<file path="config.mk">
export PLATFORM = sky130hd
export DESIGN_NAME = sorted_insert_queue
export DESIGN_NICKNAME = d
export VERILOG_FILES = /design/src/sq_pkg.sv /design/src/sq_mem.sv /design/src/sq_ctrl.sv /design/src/sorted_insert_queue.sv
export SDC_FILE = /design/constraint.sdc
export NUM_CORES = 1
export LEC_CHECK = 0
export BUFFER_PORTS_ARGS = -buffer_cell sky130_fd_sc_hd__buf_4
export CORE_MARGIN = 2
export CORE_UTILIZATION = 50
export DETAILED_ROUTE_END_ITERATION = 12
export PLACE_DENSITY = 0.74
export SETUP_SLACK_MARGIN = 0.5
export SYNTH_ARGS = -nofsm -noshare
export SYNTH_HDL_FRONTEND = slang
export SYNTH_SLANG_ARGS = --single-unit
</file>
<file path="constraint.sdc">
create_clock -name aclk -period 6.84 [get_ports aclk]
set_input_delay 1.368 -clock aclk [delete_from_list [all_inputs] [get_ports aclk]]
set_output_delay 1.368 -clock aclk [all_outputs]
set_load 0.01 [all_outputs]
</file>
<file path="src/sq_pkg.sv">
package sq_pkg;

    localparam int DEPTH_DEFAULT = 16;
    localparam int VALUE_W       = 32;
    localparam int COUNT_OUT_W   = 5;

    localparam logic signed [VALUE_W-1:0] EMPTY_POP_VALUE = -32'sd1;

    typedef enum logic [1:0] {
        OP_APPEND = 2'd0,
        OP_INSERT = 2'd1,
        OP_POP    = 2'd2,
        OP_CLEAR  = 2'd3
    } opcode_t;

    typedef enum logic [2:0] {
        ST_IDLE,
        ST_POP,
        ST_SEARCH,
        ST_SHIFT,
        ST_PLACE,
        ST_EMIT
    } state_t;

    typedef struct packed {
        logic [COUNT_OUT_W-1:0]   entry_count;
        logic                     was_full;
        logic                     was_empty;
        logic signed [VALUE_W-1:0] popped_value;
    } result_t;

endpackage

</file>
<file path="src/sq_mem.sv">
module sq_mem #(
    parameter int DEPTH = sq_pkg::DEPTH_DEFAULT,
    parameter int AW    = (DEPTH > 1) ? $clog2(DEPTH) : 1
) (
    input  logic                        aclk,
    input  logic                        wr_en,
    input  logic [AW-1:0]               wr_addr,
    input  logic [sq_pkg::VALUE_W-1:0]  wr_data,
    input  logic                        rd_en,
    input  logic [AW-1:0]               rd_addr,
    output logic [sq_pkg::VALUE_W-1:0]  rd_data
);
    import sq_pkg::*;

    logic [VALUE_W-1:0] mem [DEPTH];
    logic [VALUE_W-1:0] rd_data_reg;

    always_ff @(posedge aclk) begin
        if (wr_en) begin
            mem[wr_addr] <= wr_data;
        end
        if (rd_en) begin
            rd_data_reg <= mem[rd_addr];
        end
    end

    assign rd_data = rd_data_reg;

endmodule

</file>
<file path="src/sq_ctrl.sv">
module sq_ctrl #(
    parameter int DEPTH = sq_pkg::DEPTH_DEFAULT,
    parameter int AW    = (DEPTH > 1) ? $clog2(DEPTH) : 1,
    parameter int CW    = $clog2(DEPTH + 1)
) (
    input  logic                        aclk,
    input  logic                        aresetn,
    input  logic                        in_valid,
    output logic                        in_ready,
    input  sq_pkg::opcode_t             in_opcode,
    input  logic [sq_pkg::VALUE_W-1:0]  in_value,
    output logic                        res_valid,
    input  logic                        res_ready,
    output sq_pkg::result_t             res,
    output logic                        mem_wr_en,
    output logic [AW-1:0]               mem_wr_addr,
    output logic [sq_pkg::VALUE_W-1:0]  mem_wr_data,
    output logic                        mem_rd_en,
    output logic [AW-1:0]               mem_rd_addr,
    input  logic [sq_pkg::VALUE_W-1:0]  mem_rd_data
);
    import sq_pkg::*;

    localparam logic [CW-1:0] DEPTH_C  = CW'(DEPTH);
    localparam logic [AW:0]   DEPTH_W  = (AW + 1)'(DEPTH);
    localparam logic [AW-1:0] ONE_A    = AW'(1);
    localparam logic [CW-1:0] ONE_C    = CW'(1);

    // Logical position to physical address in the circular buffer.
    function automatic logic [AW-1:0] phys(input logic [AW-1:0] base,
                                           input logic [AW-1:0] off);
        logic [AW:0] s;
        s = {1'b0, base} + {1'b0, off};
        if (s >= DEPTH_W) begin
            s = s - DEPTH_W;
        end
        return s[AW-1:0];
    endfunction

    function automatic logic [COUNT_OUT_W-1:0] count_out(input logic [CW-1:0] c);
        logic [31:0] t;
        t = 32'(c);
        return t[COUNT_OUT_W-1:0];
    endfunction

    state_t            state_reg, state_next;
    logic [AW-1:0]     head_reg, head_next;
    logic [CW-1:0]     count_reg, count_next;
    logic [AW-1:0]     pos_reg, pos_next;
    logic [AW-1:0]     idx_reg, idx_next;
    logic [VALUE_W-1:0] val_reg, val_next;
    result_t           res_reg, res_next;

    logic          is_full;
    logic          is_empty;
    logic [AW-1:0] count_lo;
    logic [CW-1:0] count_inc;
    logic          rd_gt;
    logic          pos_last;

    assign is_full   = (count_reg == DEPTH_C);
    assign is_empty  = (count_reg == '0);
    assign count_lo  = count_reg[AW-1:0];
    assign count_inc = count_reg + ONE_C;
    assign rd_gt     = ($signed(mem_rd_data) > $signed(val_reg));
    assign pos_last  = ((CW'(pos_reg) + ONE_C) == count_reg);

    always_comb begin
        state_next = state_reg;
        unique case (state_reg)
            ST_IDLE: begin
                if (in_valid) begin
                    unique case (in_opcode)
                        OP_APPEND, OP_CLEAR: state_next = ST_EMIT;
                        OP_POP:    state_next = is_empty ? ST_EMIT : ST_POP;
                        OP_INSERT: state_next = (is_full || is_empty) ? ST_EMIT : ST_SEARCH;
                        default:   state_next = ST_EMIT;
                    endcase
                end
            end
            ST_POP:    state_next = ST_EMIT;
            ST_SEARCH: begin
                if (!rd_gt) begin
                    state_next = ST_SHIFT;
                end else if (pos_last) begin
                    state_next = ST_EMIT;
                end
            end
            ST_SHIFT: begin
                if (idx_reg == pos_reg) begin
                    state_next = ST_PLACE;
                end
            end
            ST_PLACE:  state_next = ST_EMIT;
            ST_EMIT: begin
                if (res_ready) begin
                    state_next = ST_IDLE;
                end
            end
            default:   state_next = ST_IDLE;
        endcase
    end

    always_comb begin
        head_next   = head_reg;
        count_next  = count_reg;
        pos_next    = pos_reg;
        idx_next    = idx_reg;
        val_next    = val_reg;
        res_next    = res_reg;
        mem_wr_en   = 1'b0;
        mem_wr_addr = phys(head_reg, count_lo);
        mem_wr_data = val_reg;
        mem_rd_en   = 1'b0;
        mem_rd_addr = head_reg;

        unique case (state_reg)
            ST_IDLE: begin
                if (in_valid) begin
                    val_next = in_value;
                    res_next = '{entry_count: count_out(count_reg), was_full: 1'b0,
                                 was_empty: 1'b0, popped_value: '0};
                    unique case (in_opcode)
                        OP_APPEND: begin
                            if (is_full) begin
                                res_next.was_full = 1'b1;
                            end else begin
                                mem_wr_en   = 1'b1;
                                mem_wr_data = in_value;
                                count_next  = count_inc;
                                res_next.entry_count = count_out(count_inc);
                            end
                        end
                        OP_INSERT: begin
                            if (is_full) begin
                                res_next.was_full = 1'b1;
                            end else if (is_empty) begin
                                mem_wr_en   = 1'b1;
                                mem_wr_addr = head_reg;
                                mem_wr_data = in_value;
                                count_next  = count_inc;
                                res_next.entry_count = count_out(count_inc);
                            end else begin
                                mem_rd_en = 1'b1;
                                pos_next  = '0;
                            end
                        end
                        OP_POP: begin
                            if (is_empty) begin
                                res_next.popped_value = EMPTY_POP_VALUE;
                                res_next.was_empty    = 1'b1;
                            end else begin
                                mem_rd_en = 1'b1;
                            end
                        end
                        OP_CLEAR: begin
                            count_next = '0;
                            head_next  = '0;
                            res_next.entry_count = '0;
                        end
                        default: ;
                    endcase
                end
            end
            ST_POP: begin
                res_next.popped_value = $signed(mem_rd_data);
                head_next  = phys(head_reg, ONE_A);
                count_next = count_reg - ONE_C;
                res_next.entry_count = count_out(count_reg - ONE_C);
            end
            ST_SEARCH: begin
                if (rd_gt) begin
                    if (pos_last) begin
                        mem_wr_en  = 1'b1;
                        count_next = count_inc;
                        res_next.entry_count = count_out(count_inc);
                    end else begin
                        pos_next    = pos_reg + ONE_A;
                        mem_rd_en   = 1'b1;
                        mem_rd_addr = phys(head_reg, pos_reg + ONE_A);
                    end
                end else begin
                    // Shift the tail up by one, starting from the last entry.
                    idx_next    = count_lo - ONE_A;
                    mem_rd_en   = 1'b1;
                    mem_rd_addr = phys(head_reg, count_lo - ONE_A);
                end
            end
            ST_SHIFT: begin
                mem_wr_en   = 1'b1;
                mem_wr_addr = phys(head_reg, idx_reg + ONE_A);
                mem_wr_data = mem_rd_data;
                if (idx_reg != pos_reg) begin
                    idx_next    = idx_reg - ONE_A;
                    mem_rd_en   = 1'b1;
                    mem_rd_addr = phys(head_reg, idx_reg - ONE_A);
                end
            end
            ST_PLACE: begin
                mem_wr_en   = 1'b1;
                mem_wr_addr = phys(head_reg, pos_reg);
                count_next  = count_inc;
                res_next.entry_count = count_out(count_inc);
            end
            ST_EMIT: ;
            default: ;
        endcase
    end

    always_ff @(posedge aclk) begin
        if (!aresetn) begin
            state_reg <= ST_IDLE;
            head_reg  <= '0;
            count_reg <= '0;
        end else begin
            state_reg <= state_next;
            head_reg  <= head_next;
            count_reg <= count_next;
        end
    end

    always_ff @(posedge aclk) begin
        pos_reg <= pos_next;
        idx_reg <= idx_next;
        val_reg <= val_next;
        res_reg <= res_next;
    end

    assign in_ready  = (state_reg == ST_IDLE);
    assign res_valid = (state_reg == ST_EMIT);
    assign res       = res_reg;

endmodule

</file>
<file path="src/sorted_insert_queue.sv">
// Ordered list of signed values held in a circular buffer memory. Ordered insert keeps the
// list descending; append adds at the tail unordered, and pop takes the head. An ordered insert
// reads entries in a walk, shifts the entries behind its place up and then writes the value,
// with one entry read and one entry write per cycle.
// One item is in work at a time: a new beat is taken only once the last one is through, and
// is taken while a result waits at the output. Reset (aresetn low, synchronous) empties the list.
module sorted_insert_queue #(
    parameter int DEPTH = sq_pkg::DEPTH_DEFAULT
) (
    input  logic        aclk,
    input  logic        aresetn,
    input  logic        s_axis_tvalid,
    output logic        s_axis_tready,
    input  logic [31:0] s_axis_tdata,   // data_value[31:0]
    input  logic [1:0]  s_axis_tuser,   // opcode[1:0]
    output logic        m_axis_tvalid,
    input  logic        m_axis_tready,
    // popped_value[31:0], was_empty[32], was_full[33], entry_count[38:34], zero pad[39]
    output logic [39:0] m_axis_tdata
);
    import sq_pkg::*;

    localparam int AW = (DEPTH > 1) ? $clog2(DEPTH) : 1;
    localparam int CW = $clog2(DEPTH + 1);

    logic               res_valid;
    logic               res_ready;
    result_t            res;
    logic               mem_wr_en;
    logic [AW-1:0]      mem_wr_addr;
    logic [VALUE_W-1:0] mem_wr_data;
    logic               mem_rd_en;
    logic [AW-1:0]      mem_rd_addr;
    logic [VALUE_W-1:0] mem_rd_data;

    logic    out_valid_reg;
    result_t out_data_reg;

    sq_ctrl #(
        .DEPTH (DEPTH),
        .AW    (AW),
        .CW    (CW)
    ) u_ctrl (
        .aclk        (aclk),
        .aresetn     (aresetn),
        .in_valid    (s_axis_tvalid),
        .in_ready    (s_axis_tready),
        .in_opcode   (opcode_t'(s_axis_tuser)),
        .in_value    (s_axis_tdata),
        .res_valid   (res_valid),
        .res_ready   (res_ready),
        .res         (res),
        .mem_wr_en   (mem_wr_en),
        .mem_wr_addr (mem_wr_addr),
        .mem_wr_data (mem_wr_data),
        .mem_rd_en   (mem_rd_en),
        .mem_rd_addr (mem_rd_addr),
        .mem_rd_data (mem_rd_data)
    );

    sq_mem #(
        .DEPTH (DEPTH),
        .AW    (AW)
    ) u_mem (
        .aclk    (aclk),
        .wr_en   (mem_wr_en),
        .wr_addr (mem_wr_addr),
        .wr_data (mem_wr_data),
        .rd_en   (mem_rd_en),
        .rd_addr (mem_rd_addr),
        .rd_data (mem_rd_data)
    );

    // The output register frees the controller as soon as a result is handed over.
    assign res_ready = !out_valid_reg || m_axis_tready;

    always_ff @(posedge aclk) begin
        if (!aresetn) begin
            out_valid_reg <= 1'b0;
        end else if (res_ready) begin
            out_valid_reg <= res_valid;
        end
    end

    always_ff @(posedge aclk) begin
        if (res_valid && res_ready) begin
            out_data_reg <= res;
        end
    end

    assign m_axis_tvalid = out_valid_reg;
    assign m_axis_tdata  = {1'b0, out_data_reg};

endmodule
</file>
# After elaboration in Yosys (flattened, before gate mapping)
# Memory sizes are Yosys's and may differ from the RTL's. A register that Yosys moved wholly into a read port is not among the register bits.
# Index checks and enable logic that the tools add are counted.
[op_classes]
n_reduce_logical = 22
muxes = 77
n_eq_ne = 25
n_mul = 0
n_div = 0
n_addsub = 21
shifts = 0
bitwise_logic = 0
order_cmp = 8
[ops]
columns = ["operator", "count"]
rows = [
  ["$pmux 32 s2", 3],
  ["$mux 32", 4],
  ["$mux 4", 24],
  ["$mux 33", 2],
  ["$pmux 5 s4", 2],
  ["$mux 39", 1],
  ["$sub 4x1->4 const B", 9],
  ["$ge 5x5->1 const B", 7],
  ["$gt 32x32->1", 1],
  ["$pmux 4 s2", 4],
  ["$add 4x4->5", 6],
  ["$mux 5", 6],
  ["$mux 3", 7],
  ["$mux 1", 16],
  ["$pmux 3 s5", 1],
  ["$pmux 5 s3", 1],
  ["$ne 2x1->1 const B", 7],
  ["$pmux 4 s3", 1],
  ["$add 4x1->5 const B", 2],
  ["$ne 2x2->1 const B", 5],
  ["$pmux 3 s3", 1],
  ["$add 4x1->4 const B", 2],
  ["$reduce_and 4->1", 2],
  ["$reduce_or 2->1", 4],
  ["other kinds (25)", 35],
]
[totals]
out_inout_bits = 42
regBits = 131
latch_bits = 0
in_bits = 38
n_memories = 1
wordCells = 169
romBits = 0
ram_bits = 512
[mem_list]
columns = ["name", "words", "word_bits", "rd", "rd_clocked_by_memory_dff", "wr", "line", "source"]
rows = [
  ["u_mem.mem", 16, 32, 1, 1, 1, "sq_mem.sv:15", "logic [VALUE_W-1:0] mem [DEPTH];"],
]

# Depth between registers and ports, before layout
[logic_depth]
ltp_word = 8
mapped_depth = 15
depth_no_buf = 14

# Cells and area by module
# Synthesis repeated with hierarchy kept, for this count alone.
[unflattened]
hier_cells = 1551
hier_area_um2 = 27811.7
[modules_own_cells]
columns = ["module", "n_inst", "seq_area_each_um2", "area_per_inst_um2", "cells_per_inst"]
rows = [
  ["sq_mem", 1, 16335.7, 20156.8, 838],
  ["sq_ctrl", 1, 2612.5, 6414.9, 667],
  ["sorted_insert_queue", 1, 1191.1, 1239.9, 46],
]

# Worst setup path before layout
# OpenSTA, ideal clock, no wires.
[synth_path]
path_kind = "flip-flop to flip-flop"
from = "register u_ctrl.state_reg[1]"
to = "memory u_mem.mem[3][0], enable pin"
path_stages_with_launch = 14
path_slack_ps = 1371
required_time_ps = 6379
path_buffers = 2
synth_period_minus_slack_ps = 5469
arrival_ps = 5008
setup_time_ps = 461
cell_sequence = "dfxtp_1 -> clkbuf_1 -> nor2_1 -> and2_1 -> clkbuf_1 -> o21ai_0 -> ha_1 -> a21o_1 -> a21oi_1 -> xnor2_1 -> xor2_1 -> a221oi_1 -> inv_1 -> nor3_1"
[synth_via]
elab_chain_cells = 5
word_cells_on_any_way = 9
classes_between = "3 x eq/ne; 4 x mux; 2 x reduce/logical"
[synth_rtl]
columns = ["element", "line", "source"]
rows = [
  ["start: declaration", "sq_ctrl.sv:46", "state_t state_reg, state_next;"],
  ["start signal: assignment", "sq_ctrl.sv:216", "state_reg <= state_next;"],
  ["$eq 3x2->1 / $eq 3x3->1 (equally long branches)", "sq_ctrl.sv:117", "unique case (state_reg)"],
  ["$reduce_or 2->1 (no line)", "n/a", ""],
  ["$pmux 1 s3", "sq_ctrl.sv:117", ""],
  ["$mux 1", "sq_mem.sv:19", "if (wr_en) begin"],
  ["$mux 1 (not written as such)", "sq_mem.sv:20", "mem[wr_addr] <= wr_data;"],
  ["end: declaration", "sq_mem.sv:15", ""],
]
# Several ways; a longest one is shown, not always the timed one.

# Final worst setup path
[layout_path]
from = "register u_mem.rd_data_reg[9], in the netlist u_mem.rd_data[9] (read register of u_mem.mem)"
to = "register u_mem.rd_data_reg[13], in the netlist u_mem.rd_data[13] (read register of u_mem.mem) (data pin)"
[layout_via]
elab_chain_cells = 3
word_cells_on_any_way = 5
classes_between = "1 x order compare; 4 x mux"
[layout_rtl]
columns = ["element", "line", "source"]
rows = [
  ["start: declaration", "sq_mem.sv:16", "logic [VALUE_W-1:0] rd_data_reg;"],
  ["$gt 32x32->1 (*)", "sq_ctrl.sv:65", "assign rd_gt = ($signed(mem_rd_data) > $signed(val_reg));"],
  ["$mux 1 / $mux 4 (equally long branches)", "sq_ctrl.sv:172", "if (rd_gt) begin"],
  ["$pmux 1 s3 / $pmux 4 s2 (equally long branches)", "sq_ctrl.sv:117", ""],
]
# Mark *: on every way between the ends. The rest lies on a longest branch, timed or not.
# A chain may end at the register's enable or synchronous reset.

==> results.py <==
metrics = {
    "floorplanning": {
        "initial_core_util_pct": 50.86,
        "die_area_um2": 59510,
        "die_h_um": 243.9,
        "num_io_pins": 80,
        "design.core.area_um2": 56600,
        "die_width_um": 243.9,
        "placement_rows": 87,
    },
    "synthesis": {
        "netlist.area_leader.share_pct": 69.06,
        "synth-edff-count": 662,
        "synthesis.area_per_instance_um2": 13.88,
        "synth_fa_ha_area_share_pct": 2.825,
        "synth_seq_area_share_pct": 69.96,
        "ys.warnings.count": 0,
        "compound_gate_portion_of_the_synthesized_area_pct": 12.50,
        "yosys_register_bits": 675,
        "mappedNetlistNets": 2174,
        "synth_commonest_cells": "662 x edfxtp_1, 300 x nand2_1, 130 x a211oi_1",
        "synthFlopType": "edfxtp_1",
        "ys_async_sr_fraction_pct": 0,
        "synth_cells": 2074,
        "synth_simple_gate_area_share_pct": 10.01,
        "synth.lib_cells_used.distinct": 72,
        "post_synth_instance_area_um2": 28790,
        "combinational_family_with_the_most_area_after_synthesis": "compound AO/OA/AOI/OAI gates",
        "synth_area_leaders": "edfxtp_1 69%, nand2_1 3.9%, a311oi_1 3.8%",
        "synth_most_common_cell": "edfxtp_1",
        "synth_xor_area_share_pct": 0.9302,
        "synth.mux.area_fraction_pct": 0.4303,
        "synth.largest_area_cell": "edfxtp_1",
    },
    "timing": {
        "unrepaired_setup_endpoints_after_global_routing": "no",
        "finalSetupTns_ns": 0,
        "timing.slew.headroom_pct": 30.40,
        "finClkSkew_ns": 0.02765,
        "worst_slew_pin_slew_ns": 1.042,
        "post_route_minimum_period_ns": 5.218,
        "finalSetupViolCount": 0,
        "hold_slack_ns": 0.4182,
        "hold_viol": 0,
        "slew_viol_final": 0,
        "post-route-period-util_pct": 76.29,
        "fmaxAchievable_ghz": 0.1916,
        "final_critical_path_setup_slack_ns": 1.622,
    },
    "drt": {
        "drt_pre_antenna_iters": 7,
        "wirelength_mm": 72.86,
        "detailroute.via_count": 18760,
        "vias_per_cell": 6.420,
        "drtAntennaViolNets": 0,
        "drt_iter0_drc": 2687,
        "detailed_route_drc_error_count": 0,
        "wirelength_per_cell_um": 24.93,
    },
    "grt": {
        "grt_max_degree": 140,
        "wire_length_of_the_first_global_routing_pass_mm": 109.6,
        "track_usage_pct": 24.25,
        "grt_antenna_before_repair": 1,
        "first_global_vias": 17930,
        "leftover_overflow_at_the_end_of_global_routing": 0,
    },
    "pwr": {
        "p_seq_share_pct": 46.2,
        "ir_worst_vdd_mv": 0.2633,
        "leakage_power_nw": 11.78,
        "internal_power_mw": 8.452,
        "power.switching_mw": 3.963,
        "power_mw": 12.41,
        "share_comb_of_total_power_pct": 25.4,
        "switching_part_of_the_total_pct": 31.92,
        "pwr-share-clk_pct": 28.4,
        "power_density_nw_per_um2": 383.2,
    },
    "place": {
        "placement.setup.worst_slack_ns": 1.707,
        "dp.final_hpwl_mm": 41.41,
        "gpl.final_weighted_congestion": 0.9093,
        "post-place-cells": 2802,
        "placed_cell_area_um2": 30310,
        "io_buffer_count": 78,
    },
    "setup_path": {
        "cp_data_required_time_ns": 7.19,
        "worst-setup-path-type": "flip-flop to flip-flop",
        "slowest_stage": "nor4_2",
        "worst_path_dominant_cell_family": "simple AND/OR/NAND/NOR gates",
        "worst_path_cell_chain": "ha_1 > nand4_1 > nor4_2 > a21boi_1 > o31a_2 > o31ai_4 > a31oi_1 > nand2_8 > buf_12 > a211oi_1 > a311oi_1 > or4_1",
        "timing.critical_path.to_type": "flip-flop",
        "cp-start-kind": "flip-flop",
        "crit_buf_inv": 1,
        "worst_ep_arrival_time_ns": 5.57,
        "critical_path.max_stage_delay_ns": 0.61,
        "crit_path_max_fanout": 139,
    },
    "clocking": {
        "ctsLongestPathBuffers": 3,
        "post_cts.resized_instances": 0,
        "cts_tree": "done",
        "sink_count": 675,
        "post-cts-setup-buffers": 0,
        "ctsHoldBuffers": 0,
        "htree_num_levels": 3,
        "ctsRootBufferMaster": "clkbuf_16",
        "clk-insertion-delay-late_ns": 0.61,
        "cts_made_buffers": 66,
        "clkTransAtPathRegs_ns": 0.06,
    },
    "run_status": {
        "run_status": "complete, no violations",
    },
    "layout": {
        "largest_register_ff_count": 512,
        "fin_nets": 2214,
        "finalCoreUtilization_pct": 57.23,
        "relative_area_change_from_synthesis_to_final_layout_pct": 12.54,
        "share_of_layout_cells_above_drive_strength_1_pct": 12.14,
        "antennaDiodeCount": 0,
        "post_layout_nonfiller_instances": 2922,
        "final_design_area_no_fill_um2": 32400,
    },
    "job": {
        "maxCapViolations": 0,
    },
    "worst_hold_path": {
        "hold_path.class": "flip-flop to flip-flop",
    },
}
## routing by layer
layer | track usage, % | part of all wire, % | up-vias
li1 | - | - | 8152
met1 | 32.98 | 38 | 9281
met2 | 38.98 | 48 | 1156
met3 | 4.379 | 11 | 170
met4 | 9.541 | 3.2 | 0
met5 | 0 | 0 | -
## final timing paths
| check | from | to | slack, ns | depth (start not counted) |
|---|---|---|---|---|
| max reg2reg | u_mem.rd_data[9]$_DFFE_PP_ | u_mem.rd_data[13]$_DFFE_PP_ | 1.62 | 12 |
| min reg2reg | u_ctrl.res[16]$_DFFE_PP_ | m_axis_tdata[16]$_DFFE_PP_ | 0.42 | 0 |
| min | u_ctrl.res[16]$_DFFE_PP_ | m_axis_tdata[16]$_DFFE_PP_ | 0.42 | 0 |
| max | u_mem.rd_data[9]$_DFFE_PP_ | u_mem.rd_data[13]$_DFFE_PP_ | 1.62 | 12 |
## cell type report
type	count	area (um2)
Inverter	84	315.3
Sequential cell	675	20140
Tap cell	756	945.9
Clock inverter	42	349.1
Clock buffer	78	1739
Fill cell	4263	24210
Multi-Input combinational cell	1161	7875
Timing Repair Buffer	126	1033
## power by group through the flow
stage	clock (mW)	combinational, mW	sequential (mW)
detailed placement	0	3.10	5.81
floorplan	0	2.08	5.70
global placement	0	3.02	5.78
finish	3.52	3.16	5.73
CTS	3.56	3.12	5.73
global route	3.72	3.42	5.77
## logic make-up after synthesis
family / Yosys count
AO/OA/AOI/OAI: 463
buffers and inverters: 238
adder cells (fa/ha/maj): 62
multiplexers: 12
XOR/XNOR: 29
other: 1
AND/OR/NAND/NOR: 594
flip-flops: 675
## cells in the final DEF (no fill, tap or decap), types with 10 or more instances in the layout
master / synthesis / layout
a21oi_1: 45 / 45
or4_1: 32 / 32
a211oi_1: 130 / 130
xnor2_1: 18 / 18
nand2_1: 300 / 300
a222oi_1: 32 / 32
buf_4: 1 / 119
clkbuf_16: 0 / 68
and3_1: 128 / 128
xor2_1: 10 / 10
clkinv_2: 0 / 13
a21o_1: 41 / 41
nor2_4: 0 / 13
a221oi_1: 11 / 11
edfxtp_1: 662 / 662
dfxtp_1: 13 / 13
a311oi_1: 124 / 124
nand3_1: 15 / 14
clkinv_1: 0 / 18
nor2_1: 47 / 34
ha_1: 57 / 57
inv_1: 84 / 84
o21ai_0: 29 / 29
nor3_1: 17 / 12
clkbuf_1: 107 / 10
(Power assumes the default switching activity.)
